File: config.mk
export PLATFORM = sky130hd
export DESIGN_NAME = umgt_slot_logic
export DESIGN_NICKNAME = d
export VERILOG_FILES = /design/src/sv/unique_message_generation_table_macros.svh /design/src/sv/umgt_pkg.sv /design/src/sv/umgt_slot_logic.sv
export SDC_FILE = /design/constraint.sdc
export NUM_CORES = 1
export LEC_CHECK = 0
export ABC_AREA = 0
export BUFFER_PORTS_ARGS = -buffer_cell sky130_fd_sc_hd__buf_2
export CAP_MARGIN = 20
export CELL_PAD_IN_SITES_DETAIL_PLACEMENT = 0
export CELL_PAD_IN_SITES_GLOBAL_PLACEMENT = 1
export CORE_AREA = 2 2 355 357
export DETAILED_ROUTE_END_ITERATION = 10
export DIE_AREA = 0 0 357 359
export PLACE_DENSITY_LB_ADDON = 0.1
export SYNTH_ARGS = -nofsm -noshare
export SYNTH_HDL_FRONTEND = slang
export SYNTH_SLANG_ARGS = --single-unit
export TNS_END_PERCENT = 10
File: constraint.sdc
create_clock -name vclk -period 8.7
set_clock_uncertainty 0.1 [all_clocks]
set_input_delay 1.74 -clock vclk [all_inputs]
set_output_delay 1.74 -clock vclk [all_outputs]
set_load 0.005 [all_outputs]
File: src/sv/unique_message_generation_table_macros.svh
// Assertion macros for the unique message generation table.
// Each expects signals named clk and rst in the scope of use.
`ifndef UNIQUE_MESSAGE_GENERATION_TABLE_MACROS_SVH
`define UNIQUE_MESSAGE_GENERATION_TABLE_MACROS_SVH

// Same-cycle implication.
`define UMGT_ASSERT_IMP(lbl, ante, cons, msg) \
  lbl: assert property (@(posedge clk) disable iff (rst) (ante) |-> (cons)) else $error(msg);

// Next-cycle implication.
`define UMGT_ASSERT_NXT(lbl, ante, cons, msg) \
  lbl: assert property (@(posedge clk) disable iff (rst) (ante) |=> (cons)) else $error(msg);

`endif

File: src/sv/umgt_pkg.sv
`default_nettype none
package umgt_pkg;

  localparam int HANDLERS_DEF = 16;
  localparam int SLOTS_DEF    = 8;

  localparam int KIND_W    = 3;
  localparam int HANDLER_W = 4;
  localparam int ID_W      = 16;
  localparam int AGE_W     = 32;
  // Handler index widened so that any HANDLERS up to 256 compares cleanly
  localparam int HEXT_W    = 9;

  localparam logic [AGE_W-1:0] GEN_INIT = AGE_W'(1);
  localparam logic [AGE_W-1:0] GEN_MAX  = '1;

  typedef enum logic [KIND_W-1:0] {
    KIND_POST    = 3'd0,
    KIND_REMOVE  = 3'd1,
    KIND_CHECK   = 3'd2,
    KIND_CONSUME = 3'd3,
    KIND_CLEAR   = 3'd4
  } kind_t;

  typedef enum logic {
    ST_IDLE,
    ST_EXEC
  } state_t;

  typedef struct packed {
    logic [KIND_W-1:0]    kind;
    logic [HANDLER_W-1:0] handler;
    logic [ID_W-1:0]      msg_id;
    logic [AGE_W-1:0]     msg_age;
  } req_t;

  typedef struct packed {
    logic [AGE_W-1:0] age;
    logic             valid_res;
    logic             full_res;
  } rsp_t;

  // Row update request from the slot logic
  typedef struct packed {
    logic wr;
    logic clr;
  } upd_t;

endpackage
`default_nettype wire

File: src/sv/umgt_slot_logic.sv
`default_nettype none
module umgt_slot_logic
  import umgt_pkg::*;
#(
  parameter int SLOTS = SLOTS_DEF,
  parameter int SW    = 3
) (
  input  wire req_t                         req,
  input  wire logic                         in_range,
  input  wire logic [SLOTS-1:0][ID_W-1:0]   ids_in,
  input  wire logic [SLOTS-1:0][AGE_W-1:0]  ages_in,
  input  wire logic [AGE_W-1:0]             gen_in,
  output logic      [SLOTS-1:0][ID_W-1:0]   ids_out,
  output logic      [SLOTS-1:0][AGE_W-1:0]  ages_out,
  output logic      [AGE_W-1:0]             gen_out,
  output upd_t                              upd,
  output rsp_t                              res
);

  logic [SLOTS-1:0] empty;
  logic [SLOTS-1:0] match;
  logic             found;
  logic [SW-1:0]    fp;
  logic             hit;
  logic             free;
  logic             id_nz;

  // Compare every slot against the id in parallel
  always_comb begin
    for (int s = 0; s < SLOTS; s++) begin
      empty[s] = (ids_in[s] == '0);
      match[s] = (ids_in[s] == req.msg_id);
    end
  end

  // Lookup stops at the first empty slot or the first match
  always_comb begin
    found = 1'b0;
    fp    = '0;
    for (int s = SLOTS - 1; s >= 0; s--) begin
      if (empty[s] || match[s]) begin
        found = 1'b1;
        fp    = SW'(s);
      end
    end
  end

  assign id_nz = (req.msg_id != '0);
  assign hit   = found && !empty[fp];
  assign free  = found && empty[fp];

  // Update of the row and the result
  always_comb begin
    ids_out  = ids_in;
    ages_out = ages_in;
    gen_out  = gen_in;
    upd      = '0;
    res      = '0;
    if (in_range) begin
      unique case (req.kind)
        KIND_POST, KIND_REMOVE: begin
          if (id_nz) begin
            if (hit || free) begin
              upd.wr      = 1'b1;
              ids_out[fp] = req.msg_id;
              if (req.kind == KIND_POST) begin
                ages_out[fp] = gen_in;
                res.age      = gen_in;
                if (gen_in != GEN_MAX) begin
                  gen_out = gen_in + AGE_W'(1);
                end
              end else begin
                ages_out[fp] = '0;
              end
            end else begin
              res.full_res = 1'b1;
            end
          end
        end
        KIND_CHECK, KIND_CONSUME: begin
          if (id_nz && hit && (req.msg_age >= ages_in[fp])) begin
            res.valid_res = 1'b1;
            if (req.kind == KIND_CONSUME) begin
              upd.wr       = 1'b1;
              ages_out[fp] = '0;
            end
          end
        end
        KIND_CLEAR: begin
          upd.clr = 1'b1;
        end
        default: begin
        end
      endcase
    end
  end

endmodule
`default_nettype wire

==> metrics.yaml <==
drt:
  viasPerCell: 4.42
  drc: 0
  drtAntennaViolNets: 0
  wl_per_cell_um: 37.4
  postRouteWirelength_um: 165000
  via_count: 19483
  drtIter0Drc: 1454
  first_pass_iters: 6
cts:
  hold_buffers: 0
critical_path:
  cp_top_family: "compound AO/OA/AOI/OAI gates"
  end_kind: "primary output"
  cp_data_arrival_time_ns: 7.44
  critPathMaxFanout: 8
  path_class: "in -> out"
  cp.required_ns: 6.86
  cp_common_cell: "buf_6"
  cp_num_buf_inv: 9
  crit_start: "req[36]"
  crit_slowest_cell: "a222oi_1"
  max_stage_delay_ns: 0.54
  start_kind: "primary input"
job:
  maxCapViolations: 0
final_layout:
  drive_gt1_share_pct: 62.6
  fin_cells: 4405
  fin_util_pct: 18.3
  final_common_cell: "buf_2"
  regArea_um2: 0
  seq_cell_count: 0
  synthToLayoutAreaGrowth_pct: 114
  nets: 3246
  nFillCells: 14474
  clock_buffers: 0
  final_cell_mix: "buf_2 (877), buf_4 (331), nand2_1 (106)"
die:
  die-area_mm2: 0.128
  core_area_mm2: 0.125
  initial_utilization_pct: 8.56
  ioPinCount: 924
  fp-row-count: 130
  dieHeight_um: 359
  die_w_um: 357
power_and_ir_drop:
  switching_share_pct: 56.6
  p_clk_share_pct: 0
  power.total_uw: 879
  power_leakage_nw: 10.0
  ir_worst_vdd_mv: 0.0183
  power_switching_uw: 498
  combPwrFrac_pct: 100.0
  p_int_uw: 381
  power.density_mw_per_mm2: 38.6
  p_seq_share_pct: 0
outcome:
  failed_checks: "setup timing"
  outcome: "finished, violations left"
sta:
  fmax_ghz: 0.108
  finalMaxSlewViolations: 0
  worstMarginPinSlew_ns: 1.03
  fin_crit_sh_pct: 107
  fin_ws_ns: -0.579
  whs_ns: 3.70
  finalHoldViolCount: 0
  maxSlewHeadroom_pct: 31.4
  period_needed_ns: 9.28
  setup_viol: 257
  rsz0062_at_grt: "true"
global_route:
  top_usage_layer: "met2"
  grt.met1_usage_pct: 30.3
  grt_max_degree: 71
  grt_pass1_wl_um: 211000
  globalRouteTotalUtil_pct: 24.3
  grt.overflow.total: 0
  antenna_found_initial: 52
  gr-usage-met3_pct: 3.72
  grt_pass1_vias: 20626
  met2_usage_pct: 43.8
min_path:
  hold_path.class: "in -> out"
  min_from: "ages_in[12]"
place:
  dp.cells: 4300
  portBuffers: 920
  place.gp.congestion: 0.890
  dp_hpwl_um: 141000
  dp_slack_ns: -2.48
synthesis:
  synthesis.nets: 2046
  syn_avg_cell_area_um2: 6.92
  synthCells: 1541
  synth_seq_area_share_pct: 0
  synth_area_mm2: 0.0107
  ys_types: 82
  synth_warnings: 0
## routing by layer
metal  vias up  wire length, µm
li1       8421                -
met1      9827            69500
met2      1000            81300
met3       191             9410
met4        44             4380
met5         -              272
## power groups by stage
stage / clock, mW / sequential [mW] / combinational [mW]
floorplan: 0 / 0 / 0.265
global placement: 0 / 0 / 0.810
detailed placement: 0 / 0 / 0.803
CTS: 0 / 0 / 0.861
global route: 0.0000000657 / 0 / 0.931
finish: 0.000000111 / 0 / 0.879
## timing repair
item / in CTS / in global routing
cloned: 5 / 1
endpoints found under the setup margin: 258 / 258
pin swaps: 89 / 93
resized for setup: 266 / 135
buffers inserted: 57 / 35
## stage by stage
step	instance area, µm²	setup TNS (ns)
5_1_grt	22800	-140.91
2_1_floorplan	10700	0
3_3_place_gp	20000	-519.82
3_5_place_dp	20000	-526.60
6_report	22800	-109.42
4_1_cts	21700	-144.22
## worst paths after layout
kind,endpoint,cells past startpoint
worst max-delay path,ages_out[255],26
worst min-delay path,ages_out[12],3
## final cells by class
cell class	count	area, µm²	share of cell area (%)
Multi-Input combinational cell	1326	11200	49.2
Timing Repair Buffer	1356	9260	40.6
Tap cell	1650	2060	9.06
Inverter	57	214	0.939
Antenna cell	16	40.0	0.176
## cells in the mapped netlist, types with 29 or more instances
| master | instances | area share [%] |
|---|---|---|
| nand2_1 | 114 | 4.0 |
| mux2_2 | 105 | 11 |
| o2bb2ai_1 | 94 | 7.7 |
| nor2_1 | 90 | 3.2 |
| xor2_1 | 86 | 7.1 |
| a21oi_1 | 85 | 4.0 |
| clkbuf_1 | 80 | 2.8 |
| a31oi_1 | 77 | 4.5 |
| xnor2_1 | 73 | 6.0 |
| o22ai_1 | 67 | 3.9 |
| nor4_1 | 64 | 3.8 |
| o21ai_0 | 60 | 2.8 |
| inv_1 | 57 | 2.0 |
| buf_2 | 35 | 1.6 |
| ha_1 | 33 | 3.9 |
| nand4_1 | 33 | 1.9 |
| nand3_1 | 30 | 1.4 |
| a22o_1 | 29 | 2.4 |
## logic make-up (layout without fill, tap and decap cells)
group | after synthesis | in the layout | synth area share (%)
XOR/XNOR | 159 | 159 | 13.1
buffers and inverters | 217 | 1413 | 9.75
AO/OA/AOI/OAI | 555 | 555 | 37.7
AND/OR/NAND/NOR | 447 | 449 | 21.9
adder cells (fa/ha/maj) | 33 | 33 | 3.87
other | 0 | 16 | 0
multiplexers | 130 | 130 | 13.7
## tightest hold or removal path, stage by stage
cell and delay, ns:
buf_2 0.10, o2bb2ai_1 0.10, buf_2 0.12
(Power assumes the default switching activity.)
