### config.mk
export PLATFORM = sky130hd
export DESIGN_NAME = umgt_row_mem
export DESIGN_NICKNAME = d
export VERILOG_FILES = /design/src/sv/unique_message_generation_table_macros.svh /design/src/sv/umgt_pkg.sv /design/src/sv/umgt_row_mem.sv
export SDC_FILE = /design/constraint.sdc
export NUM_CORES = 1
export LEC_CHECK = 0
export ABC_CLOCK_PERIOD_IN_PS = 3740
export BUFFER_PORTS_ARGS = -buffer_cell sky130_fd_sc_hd__buf_4
export CORE_ASPECT_RATIO = 1.5
export CORE_MARGIN = 8
export CORE_UTILIZATION = 50
export DETAILED_ROUTE_END_ITERATION = 6
export PLACE_DENSITY_LB_ADDON = 0.2
export SLEW_MARGIN = 0
export SYNTH_ARGS = -nofsm -noshare
export SYNTH_HDL_FRONTEND = slang
export SYNTH_SLANG_ARGS = --single-unit
### constraint.sdc
create_clock -name clk -period 3.74 [get_ports clk]
set_input_delay 0 -clock clk [delete_from_list [all_inputs] [get_ports clk]]
set_output_delay 0 -clock clk [all_outputs]
set_load 0.02 [all_outputs]
### src/sv/unique_message_generation_table_macros.svh
// Assertion macros for the unique message generation table.
// Each expects signals named clk and rst in the scope of use.
`ifndef UNIQUE_MESSAGE_GENERATION_TABLE_MACROS_SVH
`define UNIQUE_MESSAGE_GENERATION_TABLE_MACROS_SVH

// Same-cycle implication.
`define UMGT_ASSERT_IMP(lbl, ante, cons, msg) \
  lbl: assert property (@(posedge clk) disable iff (rst) (ante) |-> (cons)) else $error(msg);

// Next-cycle implication.
`define UMGT_ASSERT_NXT(lbl, ante, cons, msg) \
  lbl: assert property (@(posedge clk) disable iff (rst) (ante) |=> (cons)) else $error(msg);

`endif

### src/sv/umgt_pkg.sv
`default_nettype none
package umgt_pkg;

  localparam int HANDLERS_DEF = 16;
  localparam int SLOTS_DEF    = 8;

  localparam int KIND_W    = 3;
  localparam int HANDLER_W = 4;
  localparam int ID_W      = 16;
  localparam int AGE_W     = 32;
  // Handler index widened so that any HANDLERS up to 256 compares cleanly
  localparam int HEXT_W    = 9;

  localparam logic [AGE_W-1:0] GEN_INIT = AGE_W'(1);
  localparam logic [AGE_W-1:0] GEN_MAX  = '1;

  typedef enum logic [KIND_W-1:0] {
    KIND_POST    = 3'd0,
    KIND_REMOVE  = 3'd1,
    KIND_CHECK   = 3'd2,
    KIND_CONSUME = 3'd3,
    KIND_CLEAR   = 3'd4
  } kind_t;

  typedef enum logic {
    ST_IDLE,
    ST_EXEC
  } state_t;

  typedef struct packed {
    logic [KIND_W-1:0]    kind;
    logic [HANDLER_W-1:0] handler;
    logic [ID_W-1:0]      msg_id;
    logic [AGE_W-1:0]     msg_age;
  } req_t;

  typedef struct packed {
    logic [AGE_W-1:0] age;
    logic             valid_res;
    logic             full_res;
  } rsp_t;

  // Row update request from the slot logic
  typedef struct packed {
    logic wr;
    logic clr;
  } upd_t;

endpackage
`default_nettype wire

### src/sv/umgt_row_mem.sv
`default_nettype none
module umgt_row_mem
  import umgt_pkg::*;
#(
  parameter int DEPTH = HANDLERS_DEF,
  parameter int WIDTH = 32,
  parameter int AW    = 4
) (
  input  wire logic             clk,
  input  wire logic             rd_en,
  input  wire logic [AW-1:0]    rd_addr,
  output logic      [WIDTH-1:0] rd_data,
  input  wire logic             wr_en,
  input  wire logic [AW-1:0]    wr_addr,
  input  wire logic [WIDTH-1:0] wr_data
);

  logic [WIDTH-1:0] mem [DEPTH];

  // One write port, one registered read port
  always_ff @(posedge clk) begin
    if (wr_en) begin
      mem[wr_addr] <= wr_data;
    end
    if (rd_en) begin
      rd_data <= mem[rd_addr];
    end
  end

endmodule
`default_nettype wire

==> results of run 1 <==
==> Yosys cell counts (all sizes together) <==
cell type,instances
nor3,4
a22oi,64
edfxtp,544
nand2,33
nand3,1
clkbuf,17
or3b,1
nor2,13
buf,26
mux4,128
nand3b,2
nand2b,2
and2,1
nor2b,2
==> kinds of logic (layout without fill, tap and decap cells) <==
kind of cell           count (synthesis)  count (layout)  share of synthesized area
flip-flops                           544             544                      0.810
multiplexers                         128             128                      0.143
AO/OA/AOI/OAI                         64              64                     0.0238
AND/OR/NAND/NOR                       59              59                     0.0125
buffers and inverters                 43             225                     0.0110
==> worst max-delay path: stages <==
cell	delay, ns
dlygate4sd3_1	0.59
buf_4	0.18
nand2_1	0.24
nor2_4	0.86
buf_4	0.32
==> routing by layer <==
layer	part of all wire	up-vias
met2	0.52	304
met3	0.056	65
met4	0.024	2
li1	-	3886
met5	0.00019	-
met1	0.40	4909
==> sequential cells by signal, summed over array words and instances, names as in the netlist <==
register  count
mem         512
rd_data      32
==> layout make-up <==
type,instances,share of cell area
Tap cell,506,0.0271
Timing Repair Buffer,140,0.0521
Multi-Input combinational cell,251,0.161
Clock inverter,22,0.00627
Sequential cell,544,0.699
Clock buffer,63,0.0547
==> worst min path at each step <==
stage                     slack [ns]  cells after the start          end
final                           0.01                      1  rd_data[24]
after global routing            0.01                      1   rd_data[2]
after CTS                     0.0008                      1  rd_data[24]
after detailed placement        0.30                      1    mem[6][0]
after global placement          0.29                      1   mem[2][26]
after floorplan                  0.1                      0    mem[0][0]
==> stage by stage <==
stage,std cells,util
after floorplan,838,-
final,1526,0.584
after global placement,1407,0.540
after global routing,1526,0.584
after CTS,1526,0.584
after detailed placement,1407,0.540
==> power by group <==
group	switching, mW	internal, mW	leakage, nW	total [mW]
combinational	0.383	0.292	1.82	0.675
sequential	0.0369	6.87	4.94	6.90
clock	2.04	2.53	0.701	4.57
total	2.46	9.69	7.47	12.1
==> timing repair <==
item	4_1_cts	5_1_grt
setup buffers	0	0
hold buffers	34	0
hold endpoints to repair	518	0
==> results.yml, run 1 <==
setup_path:
  critical_path_required_ns: 3.99
  rr_startpoint: "mem[11][16]"
  critPathLaunch: "wr_addr[0]"
  reg2reg_to: "rd_data[16]"
  r2r.worst_path.cells: 3
  cp-end-kind: "flop"
  r2r_slack_ns: 2.20
  cp-start-kind: "primary input"
  cp.arrival_ns: 2.20
  crit_fanout: 22
  endpoint: "mem[3][30]"
  crit_type: "in -> reg"
die:
  die_area_mm2: 0.0472
  io_pins: 75
  die_h_um: 262
  start_util: 0.505
  rows: 90
  die_w_um: 180
  core_mm2: 0.0400
power:
  power.total_mw: 12.1
  p_leak_nw: 7.47
  vdd_drop_max_v: 0.000297
  powerDensity_mw_per_mm2: 520
sta:
  final.min_clock_period_ns: 1.95
  timing.hold.ws_ns: 0.0129
  fin_ws_ns: 1.79
  tns_ns: 0
  relSlewSlack: 0.330
  finalCritPeriodShare: 0.521
  finalSetupViolations: 0
  grt_setup_unrepaired: "false"
  clock.fmax_ghz: 0.513
  worst_pin_slew_ns: 1.00
  skew_ns: 0.0105
  finalHoldViolCount: 0
  slew_viol_final: 0
place:
  dp_hpwl_um: 22900
  pre_cts_ws_ns: 1.51
  gp_congestion: 0.692
  port_buffers: 74
  detailed_place.area_mm2: 0.0216
synthesis:
  netlist_instances: 838
  synth_area_leaders: "edfxtp_1, mux4_2, a22oi_1"
  syn_area_mm2: 0.0202
  synth_top_area_share: 0.810
  synth-warning-count: 0
  synth_seq_cells: 544
  avgSynthCellArea_um2: 24.1
  ys_seq_area_frac: 0.810
  syn_nets: 881
  synth.largest_area_cell: "edfxtp_1"
  yosysUniqueCellTypes: 17
finish:
  multi_input_area_mm2: 0.00375
  final_cell_mix: "edfxtp_1, mux4_2, buf_4, a22oi_1, clkbuf_16"
  drive_gt1_frac: 0.309
  diodes: 0
  regArea_mm2: 0.0163
  fillCellCount: 2804
  stdcell_area_mm2: 0.0234
  fin_nets: 1026
  syn_to_final_growth_pct: 15.8
  final_common_cell: "edfxtp_1"
routing:
  drc: 0
  viasPerCell: 6.01
  via_count: 9166
  dr.pass1.iters: 5
  drt-initial-drc-count: 895
  drtAntennaViolNets: 0
  totalWireLength_um: 42200
  routedWlPerCell_um: 27.7
grt:
  met1_usage: 0.230
  antenna_found_initial: 1
  grt_max_degree: 58
  gr-usage-met2: 0.320
  grt_pass1_vias: 9690
  grt_pass1_wl_um: 62400
  grt_util_met3: 0.0279
  overflow: 0
  busiest_layer: "met2"
  grt.total_usage: 0.181
clocking:
  clock-sinks: 544
  cts_inserted_buffers: 46
  clk_pin_slew_ns: 0.07
  clock_latency_ns: 0.55
  tritoncts: "yes"
  clock_path_buffers: 3
  ctsRootBufferMaster: "clkbuf_16"
  htreeDepth: 2
  cts_resized: 0
min_path:
  min_from: "rd_en"
  hold_path_class: "in -> reg"
outcome:
  status: "complete, no violations"
run:
  cap_violations: 0
Power figures use the tool's default switching activity.
==> inputs of run 2 (changes only) <==
Settings changed: ABC_CLOCK_PERIOD_IN_PS 3740 to 1900.
Clock period 3.74 ns to 1.9 ns, I/O delays scaled along.
==> run 2 against run 1 <==
Critical path depth shrank 2. Sequential power grew 97%. Clock-buffer cell count shrank 11. Global-route usage grew 0.62 points. First-iteration DRC count shrank 0.45%. Clock power grew 100%. Setup slack lost 1.3 ns. Combinational power grew 110%. Critical path type is now reg -> reg.
==> results.yml, run 2 (synthesis gave the netlist of run 1 again) <==
outcome:
  status: "complete, no violations"
routing:
  drc: 0
  dr.pass1.iters: 5
  via_count: 9360
  viasPerCell: 6.07
  drtAntennaViolNets: 0
  routedWlPerCell_um: 28.2
  totalWireLength_um: 43500
  drt-initial-drc-count: 891
sta:
  finalSetupViolations: 0
  skew_ns: 0.0186
  relSlewSlack: 0.237
  tns_ns: 0
  worst_pin_slew_ns: 1.14
  finalCritPeriodShare: 0.751
  slew_viol_final: 0
  finalHoldViolCount: 0
  final.min_clock_period_ns: 1.43
  grt_setup_unrepaired: "false"
  clock.fmax_ghz: 0.701
run:
  cap_violations: 0
setup_path:
  crit_type: "reg -> reg"
  cp-start-kind: "flop"
  critPathTopFamily: "multiplexers"
  crit_buf_inv: 0
  cp-end-kind: "flop"
  crit_chain: "mux4_2, a22oi_1, nand2_1"
  rr_startpoint: "mem[11][31]"
  r2r.worst_path.cells: 3
  cp_slowest_cell: "mux4_2"
  critPathMaxStageDelay_ns: 0.46
  reg2reg_to: "rd_data[31]"
  crit_fanout: 1
  critical_path_required_ns: 2.19
  cp.arrival_ns: 1.72
  r2r_slack_ns: 0.47
grt:
  antenna_found_initial: 0
  grt_max_degree: 43
  overflow: 0
  grt_pass1_wl_um: 64500
  grt.total_usage: 0.187
  grt_pass1_vias: 9768
finish:
  post-route-util: 0.596
  syn_to_final_growth_pct: 18.2
  final_common_cell: "edfxtp_1"
  multi_input_area_mm2: 0.00377
  fin_nets: 1045
  top_register: "mem"
  diodes: 0
  largest_registers: "mem: 512 flops, rd_data: 32 flops"
  regArea_mm2: 0.0163
  final_cell_mix: "edfxtp_1, mux4_2, buf_4, a22oi_1, clkbuf_16"
  fillCellCount: 2758
  drive_gt1_frac: 0.324
  largest_reg_flops: 512
power:
  vdd_drop_max_v: 0.000756
  p_leak_nw: 7.66
  powerDensity_mw_per_mm2: 1010
place:
  dp_hpwl_um: 23100
  gp_congestion: 0.715
  port_buffers: 74
clocking:
  clock_path_buffers: 3
  cts_inserted_buffers: 49
  htreeDepth: 2
  clock-sinks: 544
  clock_latency_ns: 0.57
  ctsRootBufferMaster: "clkbuf_16"
  tritoncts: "yes"
  clk_pin_slew_ns: 0.06
die:
  die_h_um: 262
  die_w_um: 180
  io_pins: 75
  core_mm2: 0.0400
  die_area_mm2: 0.0472
  start_util: 0.505
  rows: 90
min_path:
  hold_path_class: "in -> reg"
  worst_hold_path.num_cells: 3
  min_from: "wr_addr[0]"
  hold_end: "mem[8][24]"
run 2: changes by cell type in the layout (fill, tap and decap cells not counted), sizes merged:
cell / previous run / this run
buf: 105 / 120
clkbuf: 64 / 53
clkinv: 20 / 28
clkinvlp: 0 / 2
dlygate4sd3: 34 / 35
inv: 0 / 1
run 2: layout make-up:
class	instances	share of cell area
Timing Repair Buffer	156	0.0678
Clock buffer	52	0.0519
Tap cell	506	0.0266
Multi-Input combinational cell	251	0.158
Sequential cell	544	0.685
Clock inverter	33	0.0101
run 2: metrics by stage:
step / total power [mW] / setup WS [ns] / cells / hold WS, ns / cell area (um^2)
floorplan: 14.6 / -0.408 / 838 / 0.0989 / 20200
global placement: 15.2 / 0.282 / 1422 / 0.293 / 22000
detailed placement: 15.2 / 0.278 / 1422 / 0.299 / 22000
CTS: 24.4 / 0.470 / 1541 / 0.00971 / 23800
global route: 24.9 / 0.415 / 1542 / 0.0192 / 23800
finish: 24.2 / 0.474 / 1542 / 0.0388 / 23800
run 2: timing repair:
item                                   4_1_cts  5_1_grt
gates resized for setup                      0        0
buffers inserted                             0        0
hold buffers                                34        1
endpoints found under the hold margin      516        1
run 2: power breakdown:
| group | switching, mW | total (mW) | internal [mW] | leakage, nW |
|---|---|---|---|---|
| Combinational | 0.772 | 1.39 | 0.620 | 1.99 |
| Clock | 4.17 | 9.17 | 4.99 | 0.722 |
| Sequential | 0.0772 | 13.6 | 13.5 | 4.94 |
| Total | 5.02 | 24.2 | 19.1 | 7.66 |
run 2: worst register-to-register path, delay by kind of cell (launching register included):
family           cells  cell delay [ns]
multiplexers         1             0.46
flip-flops           1             0.35
AO/OA/AOI/OAI        1             0.22
AND/OR/NAND/NOR      1             0.13
run 2: how the worst max path moves through the flow:
stage	start	end	slack (ns)	depth (start not counted)
finish	mem[11][31]	rd_data[31]	0.47	3
global placement	rd_addr[0]	rd_data[27]	0.28	5
CTS	mem[11][10]	rd_data[10]	0.47	3
detailed placement	rd_addr[0]	rd_data[18]	0.28	5
global route	mem[11][21]	rd_data[21]	0.42	3
floorplan	wr_addr[2]	mem[1][0]	-0.41	2
run 2: metal layers:
metal,vias to the layer above,GRT usage,share of wire
met4,0,0.0543,0.021
met3,66,0.0257,0.060
met5,-,0,0
li1,3933,-,-
met2,348,0.321,0.51
met1,5013,0.250,0.41
==> inputs of run 3 (changes only) <==
Settings changed: ABC_CLOCK_PERIOD_IN_PS 1900 to 1300.
Clock period 1.9 ns to 1.3 ns, I/O delays scaled along.
==> run 3 against run 2 <==
The run now ends with negative setup slack left. Clock power grew 45%. Power is 47% higher. Global-route usage decreased by 0.092 points. Setup slack got worse by 0.62 ns. Sequential power is 46% higher. Non-clock buffer count rose by 46. Sequential cell count unchanged. Design area up 3.5%. Clock-buffer cell count is 11 higher. Routed wire length barely moved. Hold slack better by 0.065 ns. Largest cell class unchanged.
==> results.yml, run 3 (synthesis gave the netlist of run 1 again) <==
sta:
  fin_ws_ns: -0.151
  finalCritPeriodShare: 1.12
  skew_ns: 0.00657
  clock.fmax_ghz: 0.689
  worst_pin_slew_ns: 1.11
  relSlewSlack: 0.260
  finalSetupViolations: 32
  grt_setup_unrepaired: "true"
  slew_viol_final: 0
  final.min_clock_period_ns: 1.45
  finalHoldViolCount: 0
  tns_ns: -1.90
run:
  cap_violations: 0
place:
  detailed_place.area_mm2: 0.0228
  port_buffers: 74
  dp_hpwl_um: 25400
  gp_congestion: 0.718
  pre_cts_ws_ns: -0.351
finish:
  fillCellCount: 2701
  syn_to_final_growth_pct: 22.3
  largest_reg_flops: 512
  stdcell_area_mm2: 0.0247
  largest_registers: "mem: 512 flops, rd_data: 32 flops"
  post-route-util: 0.617
  top_register: "mem"
  final_cell_mix: "edfxtp_1, mux4_2, buf_4, buf_12, clkbuf_16"
  drive_gt1_frac: 0.379
  fin_nets: 1090
  final_common_cell: "edfxtp_1"
clocking:
  cts_inserted_buffers: 48
  clock_latency_ns: 0.55
  tritoncts: "yes"
  ctsRootBufferMaster: "clkbuf_16"
  htreeDepth: 2
  clock-sinks: 544
  clk_pin_slew_ns: 0.06
  clock_path_buffers: 3
setup_path:
  cp-end-kind: "flop"
  critical_path_required_ns: 1.59
  crit_type: "reg -> reg"
  cp.arrival_ns: 1.74
  r2r_slack_ns: -0.15
  endpoint: "rd_data[19]"
  reg2reg_to: "rd_data[19]"
  critPathLaunch: "mem[11][19]"
  crit_fanout: 1
  r2r.worst_path.cells: 3
  rr_startpoint: "mem[11][19]"
  cp-start-kind: "flop"
die:
  die_area_mm2: 0.0472
  die_h_um: 262
  start_util: 0.505
  core_mm2: 0.0400
  rows: 90
  die_w_um: 180
  io_pins: 75
routing:
  totalWireLength_um: 43500
  drtAntennaViolNets: 0
  dr.pass1.iters: 5
  via_count: 9424
  routedWlPerCell_um: 27.4
  viasPerCell: 5.94
  drt-initial-drc-count: 894
  drc: 0
power:
  powerDensity_mw_per_mm2: 1440
  vdd_drop_max_v: 0.00110
  power.total_mw: 35.5
  p_leak_nw: 7.99
grt:
  grt_max_degree: 33
  grt_pass1_vias: 9959
  grt.total_usage: 0.186
  overflow: 0
  grt_pass1_wl_um: 64100
  antenna_found_initial: 1
outcome:
  violations: "negative setup slack"
  status: "complete, but fails checks"
min_path:
  hold_path_class: "in -> reg"
  min_from: "wr_addr[3]"
==> run 3: cell count changes in the layout (fill, tap and decap cells not counted), moves of 8 or more <==
cell / change
a22oi_2: +29
buf_4: +18
clkinv_1: -8
buf_12: +30
a22oi_1: -29
clkbuf_1: +11
==> run 3: how the worst min path moves through the flow <==
stage	end	slack (ns)	cells after the start
final	mem[0][14]	0.10	4
after global routing	mem[0][14]	0.10	4
after CTS	mem[0][12]	0.08	4
after detailed placement	mem[1][5]	0.30	1
after global placement	mem[3][16]	0.29	1
after floorplan	mem[0][0]	0.1	0
==> run 3: critical path: stages, from the launching register on <==
cell and delay [ns]:
edfxtp_1 0.39, mux4_2 0.51, a22oi_2 0.20, nand2_2 0.09
==> run 3: per-layer routing <==
metal	wire [um]	GRT usage
met1	17800	0.244
met2	22600	0.325
met3	2130	0.0248
met4	913	0.0529
met5	0	0
==> run 3: cell type report <==
cell class | instances | area, um^2 | area share
diodes | 1 | 2.50 | 0.000101
clock buffers | 63 | 1280 | 0.0518
clock inverters | 19 | 163 | 0.00659
multi-input cells | 251 | 3940 | 0.160
flip-flops and latches | 544 | 16300 | 0.662
well taps | 506 | 633 | 0.0257
repair buffers | 202 | 2330 | 0.0944
==> run 3: through the flow <==
step	cells	hold slack, ns
final	1586	0.104
after global routing	1586	0.102
after CTS	1585	0.0842
after detailed placement	1470	0.300
after global placement	1470	0.293
after floorplan	838	0.0989
==> run 3: timing repair <==
action,4_1_cts,5_1_grt
pin swaps,45,3
hold buffers,33,0
endpoints found under the setup margin,32,32
gates resized for setup,25,5
endpoints found under the hold margin,544,0
setup buffers,0,0
gates cloned,0,0
==> run 3: report_power, final <==
group	total (mW)	internal [mW]	switching, mW
Combinational	2.32	1.11	1.21
Sequential	19.9	19.8	0.108
Clock	13.3	7.48	5.83
Total	35.5	28.3	7.15
